<file path="src/hdl/rcs_pkg.sv">
`timescale 1ns / 1ps
// ---------------------------------------------------------------------------
// rcs_pkg: shared types and constants for the raycast column renderer
// Word formats, divider cell record and the fisheye factor table.
// ---------------------------------------------------------------------------
package rcs_pkg;

	// screen geometry
	localparam int unsigned COLUMNS = 128;
	localparam int unsigned ROWS    = 64;

	// fixed field widths
	localparam int unsigned COL_W    = 7;
	localparam int unsigned DEPTH_W  = 16;
	localparam int unsigned PIX_W    = 64;
	localparam int unsigned HGT_W    = 7;
	localparam int unsigned FACTOR_W = 16;
	localparam int unsigned PROD_W   = DEPTH_W + FACTOR_W;
	localparam int unsigned FRAC_W   = 15;
	localparam int unsigned COL_ENTRIES = 2 ** COL_W;

	// row index width and divider geometry
	localparam int unsigned ROW_W = (ROWS > 2) ? $clog2(ROWS) : 1;
	localparam int unsigned NUM   = ROWS * 100;
	localparam int unsigned NUM_W = $clog2(NUM + 1);
	localparam int unsigned REM_W = DEPTH_W;

	// lower bound applied to depth and corrected depth, in hundredths
	localparam logic [DEPTH_W-1:0] DEPTH_MIN = DEPTH_W'(10);

	typedef struct packed {
		logic [COL_W-1:0]   column;
		logic [DEPTH_W-1:0] depth;
	} item_t;

	typedef struct packed {
		logic [COL_W-1:0] column_index;
		logic [PIX_W-1:0] column_pixels;
		logic [HGT_W-1:0] line_height;
	} result_t;

	// word handed from one divider cell to the next
	typedef struct packed {
		logic [COL_W-1:0] column;
		logic [REM_W-1:0] divisor;
		logic [REM_W-1:0] rem;
		logic [NUM_W-1:0] quo;
	} div_t;

	typedef logic [FACTOR_W-1:0] factor_rom_t [COL_ENTRIES];

	// floor(32768 * C / sqrt(C^2 + d^2)), d = |2x - C|, found by binary search
	function automatic logic [FACTOR_W-1:0] fisheye_factor(int unsigned x);
		longint unsigned c;
		longint unsigned two_x;
		longint unsigned d;
		longint unsigned den;
		longint unsigned target;
		longint unsigned lo;
		longint unsigned hi;
		longint unsigned mid;
		c = longint'(COLUMNS);
		two_x = 2 * longint'(x);
		d = (two_x >= c) ? (two_x - c) : (c - two_x);
		den = c * c + d * d;
		target = (64'd1 << 30) * c * c;
		lo = 0;
		hi = 32768;
		for (int i = 0; i < 17; i++) begin
			if (lo < hi) begin
				mid = (lo + hi + 1) / 2;
				if (mid * mid * den <= target)
					lo = mid;
				else
					hi = mid - 1;
			end
		end
		return lo[FACTOR_W-1:0];
	endfunction

	function automatic factor_rom_t build_factor_rom();
		factor_rom_t rom;
		for (int unsigned x = 0; x < COL_ENTRIES; x++)
			rom[x] = fisheye_factor(x);
		return rom;
	endfunction

endpackage

</file>
<file path="src/hdl/rcs_div_cell.sv">
`timescale 1ns / 1ps
// ---------------------------------------------------------------------------
// rcs_div_cell: one restoring-division cell
// Shifts in one dividend bit, trial-subtracts the divisor, appends one
// quotient bit and hands the word to the next cell.
// ---------------------------------------------------------------------------
module rcs_div_cell (
	input  logic         clk,
	input  logic         arst_n,
	input  logic         adv,
	input  logic         in_valid,
	input  rcs_pkg::div_t in_word,
	input  logic         num_bit,
	output logic         valid_q,
	output rcs_pkg::div_t word_q
);
	import rcs_pkg::*;

	logic [REM_W:0] trial;
	logic           fits;
	div_t           word_d;

	// trial subtract of the shifted remainder
	always_comb begin
		trial  = {in_word.rem, num_bit};
		fits   = (trial >= {1'b0, in_word.divisor});
		word_d = in_word;
		word_d.quo = {in_word.quo[NUM_W-2:0], fits};
		if (fits)
			word_d.rem = REM_W'(trial - {1'b0, in_word.divisor});
		else
			word_d.rem = trial[REM_W-1:0];
	end

	// occupancy
	always_ff @(posedge clk or negedge arst_n) begin
		if (!arst_n)
			valid_q <= 1'b0;
		else if (adv)
			valid_q <= in_valid;
	end

	// payload
	always_ff @(posedge clk) begin
		if (adv && in_valid)
			word_q <= word_d;
	end

endmodule

</file>
<file path="src/hdl/raycast_column_span_render.sv">
`timescale 1ns / 1ps
// ---------------------------------------------------------------------------
// raycast_column_span_render: wall column mask renderer
// Fisheye-corrects a column depth, divides it into the wall height through a
// chain of division cells and builds the one-bit-per-row column mask.
// ---------------------------------------------------------------------------
// Pipeline: input/ROM stage, multiply stage, one divider cell per quotient bit,
//   then the mask output register.
// Throughput, when not stalled: one word per cycle, one new divide per cycle.
// Stages with no word in them fill while the output is stalled.
// Reset clears all occupancy flags and test_pattern; payload is not reset.
module raycast_column_span_render (
	input  logic            clk,
	input  logic            arst_n,
	input  logic            wr_en,
	input  logic            wr_data,
	input  logic            item_valid,
	output logic            item_stall,
	input  rcs_pkg::item_t  item,
	output logic            result_valid,
	input  logic            result_stall,
	output rcs_pkg::result_t result
);
	import rcs_pkg::*;

	localparam factor_rom_t FACTOR_ROM = build_factor_rom();
	localparam logic [NUM_W-1:0] NUM_VEC = NUM_W'(NUM);

	logic test_pattern_q;

	logic                v_s1;
	logic [COL_W-1:0]    column_s1;
	logic [DEPTH_W-1:0]  depth_s1;
	logic [FACTOR_W-1:0] factor_s1;

	logic                v_s2;
	logic [COL_W-1:0]    column_s2;
	logic [PROD_W-1:0]   prod_s2;

	logic                adv_s1;
	logic                adv_s2;
	logic                adv_out;
	logic [NUM_W-1:0]    adv_cell;
	logic [NUM_W-1:0]    cell_v;
	div_t                cell_w [NUM_W];
	div_t                div_in;
	logic [PROD_W-FRAC_W-1:0] corr_raw;

	logic    res_v_q;
	result_t res_q;
	result_t res_d;

	// configuration register
	always_ff @(posedge clk or negedge arst_n) begin
		if (!arst_n)
			test_pattern_q <= 1'b0;
		else if (wr_en)
			test_pattern_q <= wr_data;
	end

	// advance chain: a stage moves when its successor is empty or moving
	assign adv_out = !res_v_q || !result_stall;
	assign adv_s2  = !v_s2 || adv_cell[0];
	assign adv_s1  = !v_s1 || adv_s2;
	assign item_stall = !adv_s1;

	// stage 1: clamp depth, look up fisheye factor
	always_ff @(posedge clk or negedge arst_n) begin
		if (!arst_n)
			v_s1 <= 1'b0;
		else if (adv_s1)
			v_s1 <= item_valid;
	end

	always_ff @(posedge clk) begin
		if (adv_s1 && item_valid) begin
			column_s1 <= item.column;
			depth_s1  <= (item.depth < DEPTH_MIN) ? DEPTH_MIN : item.depth;
			factor_s1 <= FACTOR_ROM[item.column];
		end
	end

	// stage 2: depth times factor
	always_ff @(posedge clk or negedge arst_n) begin
		if (!arst_n)
			v_s2 <= 1'b0;
		else if (adv_s2)
			v_s2 <= v_s1;
	end

	always_ff @(posedge clk) begin
		if (adv_s2 && v_s1) begin
			column_s2 <= column_s1;
			prod_s2   <= PROD_W'(depth_s1) * PROD_W'(factor_s1);
		end
	end

	// corrected depth becomes the divisor of the first cell
	always_comb begin
		corr_raw = prod_s2[PROD_W-1:FRAC_W];
		div_in.column  = column_s2;
		div_in.divisor = (corr_raw < (PROD_W-FRAC_W)'(DEPTH_MIN)) ?
			DEPTH_MIN : corr_raw[REM_W-1:0];
		div_in.rem = '0;
		div_in.quo = '0;
	end

	// division cell chain, most significant quotient bit first
	for (genvar i = 0; i < NUM_W; i++) begin : g_cell
		if (i == NUM_W - 1) begin : g_last
			assign adv_cell[i] = !cell_v[i] || adv_out;
		end else begin : g_mid
			assign adv_cell[i] = !cell_v[i] || adv_cell[i+1];
		end

		if (i == 0) begin : g_head
			rcs_div_cell u_cell (
				.clk      (clk),
				.arst_n   (arst_n),
				.adv      (adv_cell[i]),
				.in_valid (v_s2),
				.in_word  (div_in),
				.num_bit  (NUM_VEC[NUM_W-1-i]),
				.valid_q  (cell_v[i]),
				.word_q   (cell_w[i])
			);
		end else begin : g_tail
			rcs_div_cell u_cell (
				.clk      (clk),
				.arst_n   (arst_n),
				.adv      (adv_cell[i]),
				.in_valid (cell_v[i-1]),
				.in_word  (cell_w[i-1]),
				.num_bit  (NUM_VEC[NUM_W-1-i]),
				.valid_q  (cell_v[i]),
				.word_q   (cell_w[i])
			);
		end
	end

	// height clamp, span limits and row mask
	always_comb begin
		logic [NUM_W-1:0]  quo;
		logic [HGT_W-1:0]  height;
		logic [HGT_W-1:0]  half;
		logic [ROW_W:0]    span_start;
		logic [ROW_W:0]    span_end;
		logic [ROW_W:0]    row;
		logic [2:0]        diag;
		quo = cell_w[NUM_W-1].quo;
		if (quo > NUM_W'(ROWS))
			height = HGT_W'(ROWS);
		else if (quo == '0)
			height = HGT_W'(1);
		else
			height = quo[HGT_W-1:0];
		half = height >> 1;
		span_start = (ROW_W+1)'(ROWS / 2) - (ROW_W+1)'(half);
		span_end   = (ROW_W+1)'(ROWS / 2) + (ROW_W+1)'(half);
		if (span_end > (ROW_W+1)'(ROWS - 1))
			span_end = (ROW_W+1)'(ROWS - 1);

		res_d = '0;
		res_d.column_index = cell_w[NUM_W-1].column;
		res_d.line_height  = test_pattern_q ? HGT_W'(ROWS) : height;
		for (int y = 0; y < ROWS; y++) begin
			row  = (ROW_W+1)'(y);
			diag = cell_w[NUM_W-1].column[2:0] + 3'(row);
			if (test_pattern_q)
				res_d.column_pixels[y] = !diag[2];
			else if (row < span_start)
				res_d.column_pixels[y] = 1'b0;
			else if (row <= span_end)
				res_d.column_pixels[y] = 1'b1;
			else
				res_d.column_pixels[y] = !diag[1];
		end
	end

	// output register
	always_ff @(posedge clk or negedge arst_n) begin
		if (!arst_n)
			res_v_q <= 1'b0;
		else if (adv_out)
			res_v_q <= cell_v[NUM_W-1];
	end

	always_ff @(posedge clk) begin
		if (adv_out && cell_v[NUM_W-1])
			res_q <= res_d;
	end

	assign result_valid = res_v_q;
	assign result       = res_q;

	// an accepted word always lands in stage 1
	a_accept_lands: assert property (@(posedge clk) disable iff (!arst_n)
		(item_valid && !item_stall) |=> v_s1)
		else $error("accepted word missing from stage 1");

	// divider output remainder is below its divisor
	a_rem_below_div: assert property (@(posedge clk) disable iff (!arst_n)
		cell_v[NUM_W-1] |-> (cell_w[NUM_W-1].rem < cell_w[NUM_W-1].divisor))
		else $error("division cell chain left remainder >= divisor");

	// wall height stays within the screen
	a_height_range: assert property (@(posedge clk) disable iff (!arst_n)
		result_valid |-> (result.line_height >= HGT_W'(1)) &&
			(result.line_height <= HGT_W'(ROWS)))
		else $error("line_height out of range");

	// outside test-pattern mode the middle row always lies on the wall
	a_mid_lit: assert property (@(posedge clk) disable iff (!arst_n)
		(result_valid && !test_pattern_q) |-> result.column_pixels[ROWS/2])
		else $error("middle row not lit");

	// a stalled stage 2 holds the stage 1 word in place
	a_s1_hold: assert property (@(posedge clk) disable iff (!arst_n)
		(v_s1 && !adv_s2) |=> (v_s1 && $stable(column_s1) && $stable(depth_s1)))
		else $error("stage 1 word lost during stall");

endmodule
</file>
<file path="config.mk">
export PLATFORM = sky130hd
export DESIGN_NAME = raycast_column_span_render
export DESIGN_NICKNAME = d
export VERILOG_FILES = /design/src/hdl/rcs_pkg.sv /design/src/hdl/rcs_div_cell.sv /design/src/hdl/raycast_column_span_render.sv
export SDC_FILE = /design/constraint.sdc
export NUM_CORES = 2
export LEC_CHECK = 0
export BUFFER_PORTS_ARGS = -buffer_cell sky130_fd_sc_hd__buf_2
export CORE_ASPECT_RATIO = 0.9
export CORE_MARGIN = 2
export CORE_UTILIZATION = 58
export CTS_CLUSTER_SIZE = 20
export DETAILED_ROUTE_END_ITERATION = 6
export HOLD_SLACK_MARGIN = 0.15
export PLACE_DENSITY = 0.88
export SETUP_SLACK_MARGIN = 0.2
export SLEW_MARGIN = 20
export SYNTH_ARGS = -nofsm -noshare
export SYNTH_HDL_FRONTEND = slang
export SYNTH_SLANG_ARGS = --single-unit
</file>
<file path="constraint.sdc">
create_clock -name clk -period 6.11 [get_ports clk]
set_input_delay 0.3055 -clock clk [delete_from_list [all_inputs] [get_ports clk]]
set_output_delay 0.3055 -clock clk [all_outputs]
set_load 0.05 [all_outputs]
</file>
==> summary.txt <==
Status: finished, violations left
Failing checks: setup timing
Vias in the first global route: 30890
CP required: 6.49 ns
EDFF count, synth: 707
Net count after synthesis: 4535
Origin of the critical flop-to-flop path: factor_s1[5]
Antenna Violating Nets Remaining: 0
Internal reg-to-reg setup slack: -0.05 ns
R2r endpoint: prod_s2[26]
Via count: 30590
Crit path buffers/inverters: 8
CTS tree: done
Critical path's slowest cell: fa_1
Remaining Overflow, GRT: 0
# rows: 95
Final Hold Fails: 0
# nets final: 4707
Average size of a mapped cell: 11.06 sq um
Max Slew Vio Count: 0
Reg2Reg Depth: 25
Minimum clock period: 6.160 ns
Startpoint types: flip-flop
# DRC: 0
Layout area overhead: 12.36%
Synth Flop Type: edfxtp_1
Initial antenna violation count: 1
Crit path kind: reg -> reg
First-pass GRT wire length: 154.5 mm
Post-synthesis sequential area ratio: 49.04%
Mapped Area: 44160 sq um
Total GRT Usage: 24.53%
Routed wire length: 95.47 mm
Slew margin rel.: 27.10%
Fmax: 162.4 MHz
DR WL/cell: 18.21 microns
Via density: 5.835
Final worst slack: -0.04952 ns
Top-Level Pins: 109
First-pass DRT Iterations: 6
Post-synth cell types: 76
Asr flop ratio synth: 2.348%
Share of layout cells above drive strength 1: 12.34%
Starting Density: 58.87%
Synthesized flop and latch total: 724
Core Footprint: 75000 sq um
Max_cap viols: 0
Final Cell Area: 49610 sq um
Instance area after placement: 46250 sq um
Fill count: 5148
Largest fanout on the critical path: 6
CP endpoint kind: flip-flop
CP most frequent cell: fa_1
H-Tree Level Count: 3
Number of port buffers: 108
Die area: 78360 sq um
Die width: 294.8 microns
Clock-pin slew on the worst setup and hold paths: 0.06 ns
Worst min path class: in -> async
Clk_skew: 0.03601 ns
Detailed Place HPWL: 68.25 mm
Max stage delay on crit path: 0.54 ns
Critical Path AT: 6.54 ns
CTS sink cnt: 724
Largest net degree at the start of global routing: 88
CTS buffer count: 72
Period utilization: 100.8%
Ys Warns: 0
RSZ-0062 raised after global routing: true
Clock root cell: clkbuf_16
Worst skew pair latency: 0.64 ns
Die height: 265.8 microns
Max clock buf depth: 3
Drt initial violations: 2628
Crit-path leading delay family: adder cells
Cell count after synthesis: 3994
Slew @ Worst Pin: 1.090 ns
GPL Wtd Cong: 0.9148
Setup violators final: 5
## worst max-delay path by stage
stage	startpoint	slack, ns	cells past startpoint	endpoint
after floorplan	factor_s1[6]	0.20	23	prod_s2[31]
after global placement	factor_s1[6]	-0.18	22	prod_s2[31]
after detailed placement	factor_s1[6]	-0.31	22	prod_s2[31]
after CTS	factor_s1[5]	-0.03	23	prod_s2[31]
after global routing	factor_s1[5]	-0.22	23	prod_s2[31]
final	factor_s1[5]	-0.05	25	prod_s2[26]
## routing by layer
metal / track usage [%] / part of all wire, %
met1: 30.46 / 39
met2: 42.73 / 50
met3: 3.704 / 6.8
met4: 10.52 / 4.4
met5: 0 / 0
## cell families after synthesis
family	Yosys count	share of synthesized area (%)
buf+inv	683	5.837
xor+xnor	117	2.321
fa+ha+maj	512	17.98
compound gates	758	10.76
flops	724	49.04
simple gates	1137	12.43
mux	63	1.629
## cell usage after synthesis (all sizes together) (66+ instances only)
master	instances	area, sq um
fa	204	4084
and2	150	938.4
ha	308	3854
nor2	265	994.7
nor3	66	330.3
inv	529	1986
xnor2	84	735.7
o21ai	225	1130
clkbuf	138	518.0
edfxtp	707	21230
a21oi	197	986.0
nand2	354	1329
## layout by cell type, fill, tap and decap left out, types with 16 or more instances in the layout
cell	Yosys	layout
edfxtp_1	707	707
inv_1	529	513
nand2_1	354	353
ha_1	308	294
nor2_1	265	261
o21ai_0	223	221
fa_1	204	195
a21oi_1	197	190
and2_1	150	129
buf_2	5	108
buf_4	0	106
xnor2_1	84	83
clkbuf_16	0	72
nor3_1	66	65
mux2_2	51	51
nand2b_1	45	45
nand3_1	46	45
nand4_1	41	41
a211oi_1	39	39
a21o_1	39	39
nor2b_1	47	39
xor2_1	33	33
a21boi_0	34	33
o31ai_1	32	32
o21a_1	29	29
or3_1	28	28
and3_1	26	26
a31oi_1	25	25
o211ai_1	24	24
or2_2	23	23
dlygate4sd3_1	0	22
nor4_1	19	18
and2_4	0	17
clkbuf_1	138	17
dfrtp_1	17	17
inv_2	0	16
## timing repair
| item | 4_1_cts | 5_1_grt |
|---|---|---|
| setup endpoints to repair | 13 | 12 |
| endpoints found under the hold margin | 39 | 0 |
| gates resized for setup | 57 | 34 |
| setup buffers | 16 | 7 |
| pin swaps | 69 | 36 |
| hold buffers | 22 | 0 |
## flip-flops by register name (all words and copies together), names as in the netlist
register / count
column_s1: 7
result: 78
column_s2: 7
depth_s1: 16
v_s2: 1
prod_s2: 17
v_s1: 1
g_cell.g_tail.u_cell.valid_q: 12
g_cell.g_tail.u_cell.word_q: 526
factor_s1: 16
result_valid: 1
g_cell.g_head.u_cell.valid_q: 1
test_pattern_q: 1
g_cell.g_head.u_cell.word_q: 40
## layout make-up
| class | count | area (sq um) | area share [%] |
|---|---|---|---|
| antenna | 1 | 2.502 | 0.005044 |
| clock buffer | 89 | 1866 | 3.760 |
| clock inverter | 42 | 688.2 | 1.387 |
| inverter | 529 | 1986 | 4.002 |
| multi-input combinational | 2587 | 20370 | 41.06 |
| sequential | 724 | 21660 | 43.65 |
| tap | 1018 | 1274 | 2.567 |
| timing repair buffer | 252 | 1772 | 3.571 |
## through the flow
step	std cells	hold slack, ns	TNS [ns]	setup WS [ns]	utilization (%)
final	5242	0.1593	-0.1537	-0.04952	66.15
after global routing	5241	0.1737	-1.531	-0.2240	66.14
after CTS	5230	0.1575	-0.02795	-0.02795	65.84
after detailed placement	5061	0.2877	-1.191	-0.3064	61.66
after global placement	5061	0.2762	-0.4339	-0.1758	61.66
after floorplan	3994	0.009909	0	0.2014	-
Power is left out: the tool's default activity adds up to more than one toggle a clock period on the data nets, which glitch-free logic cannot reach.
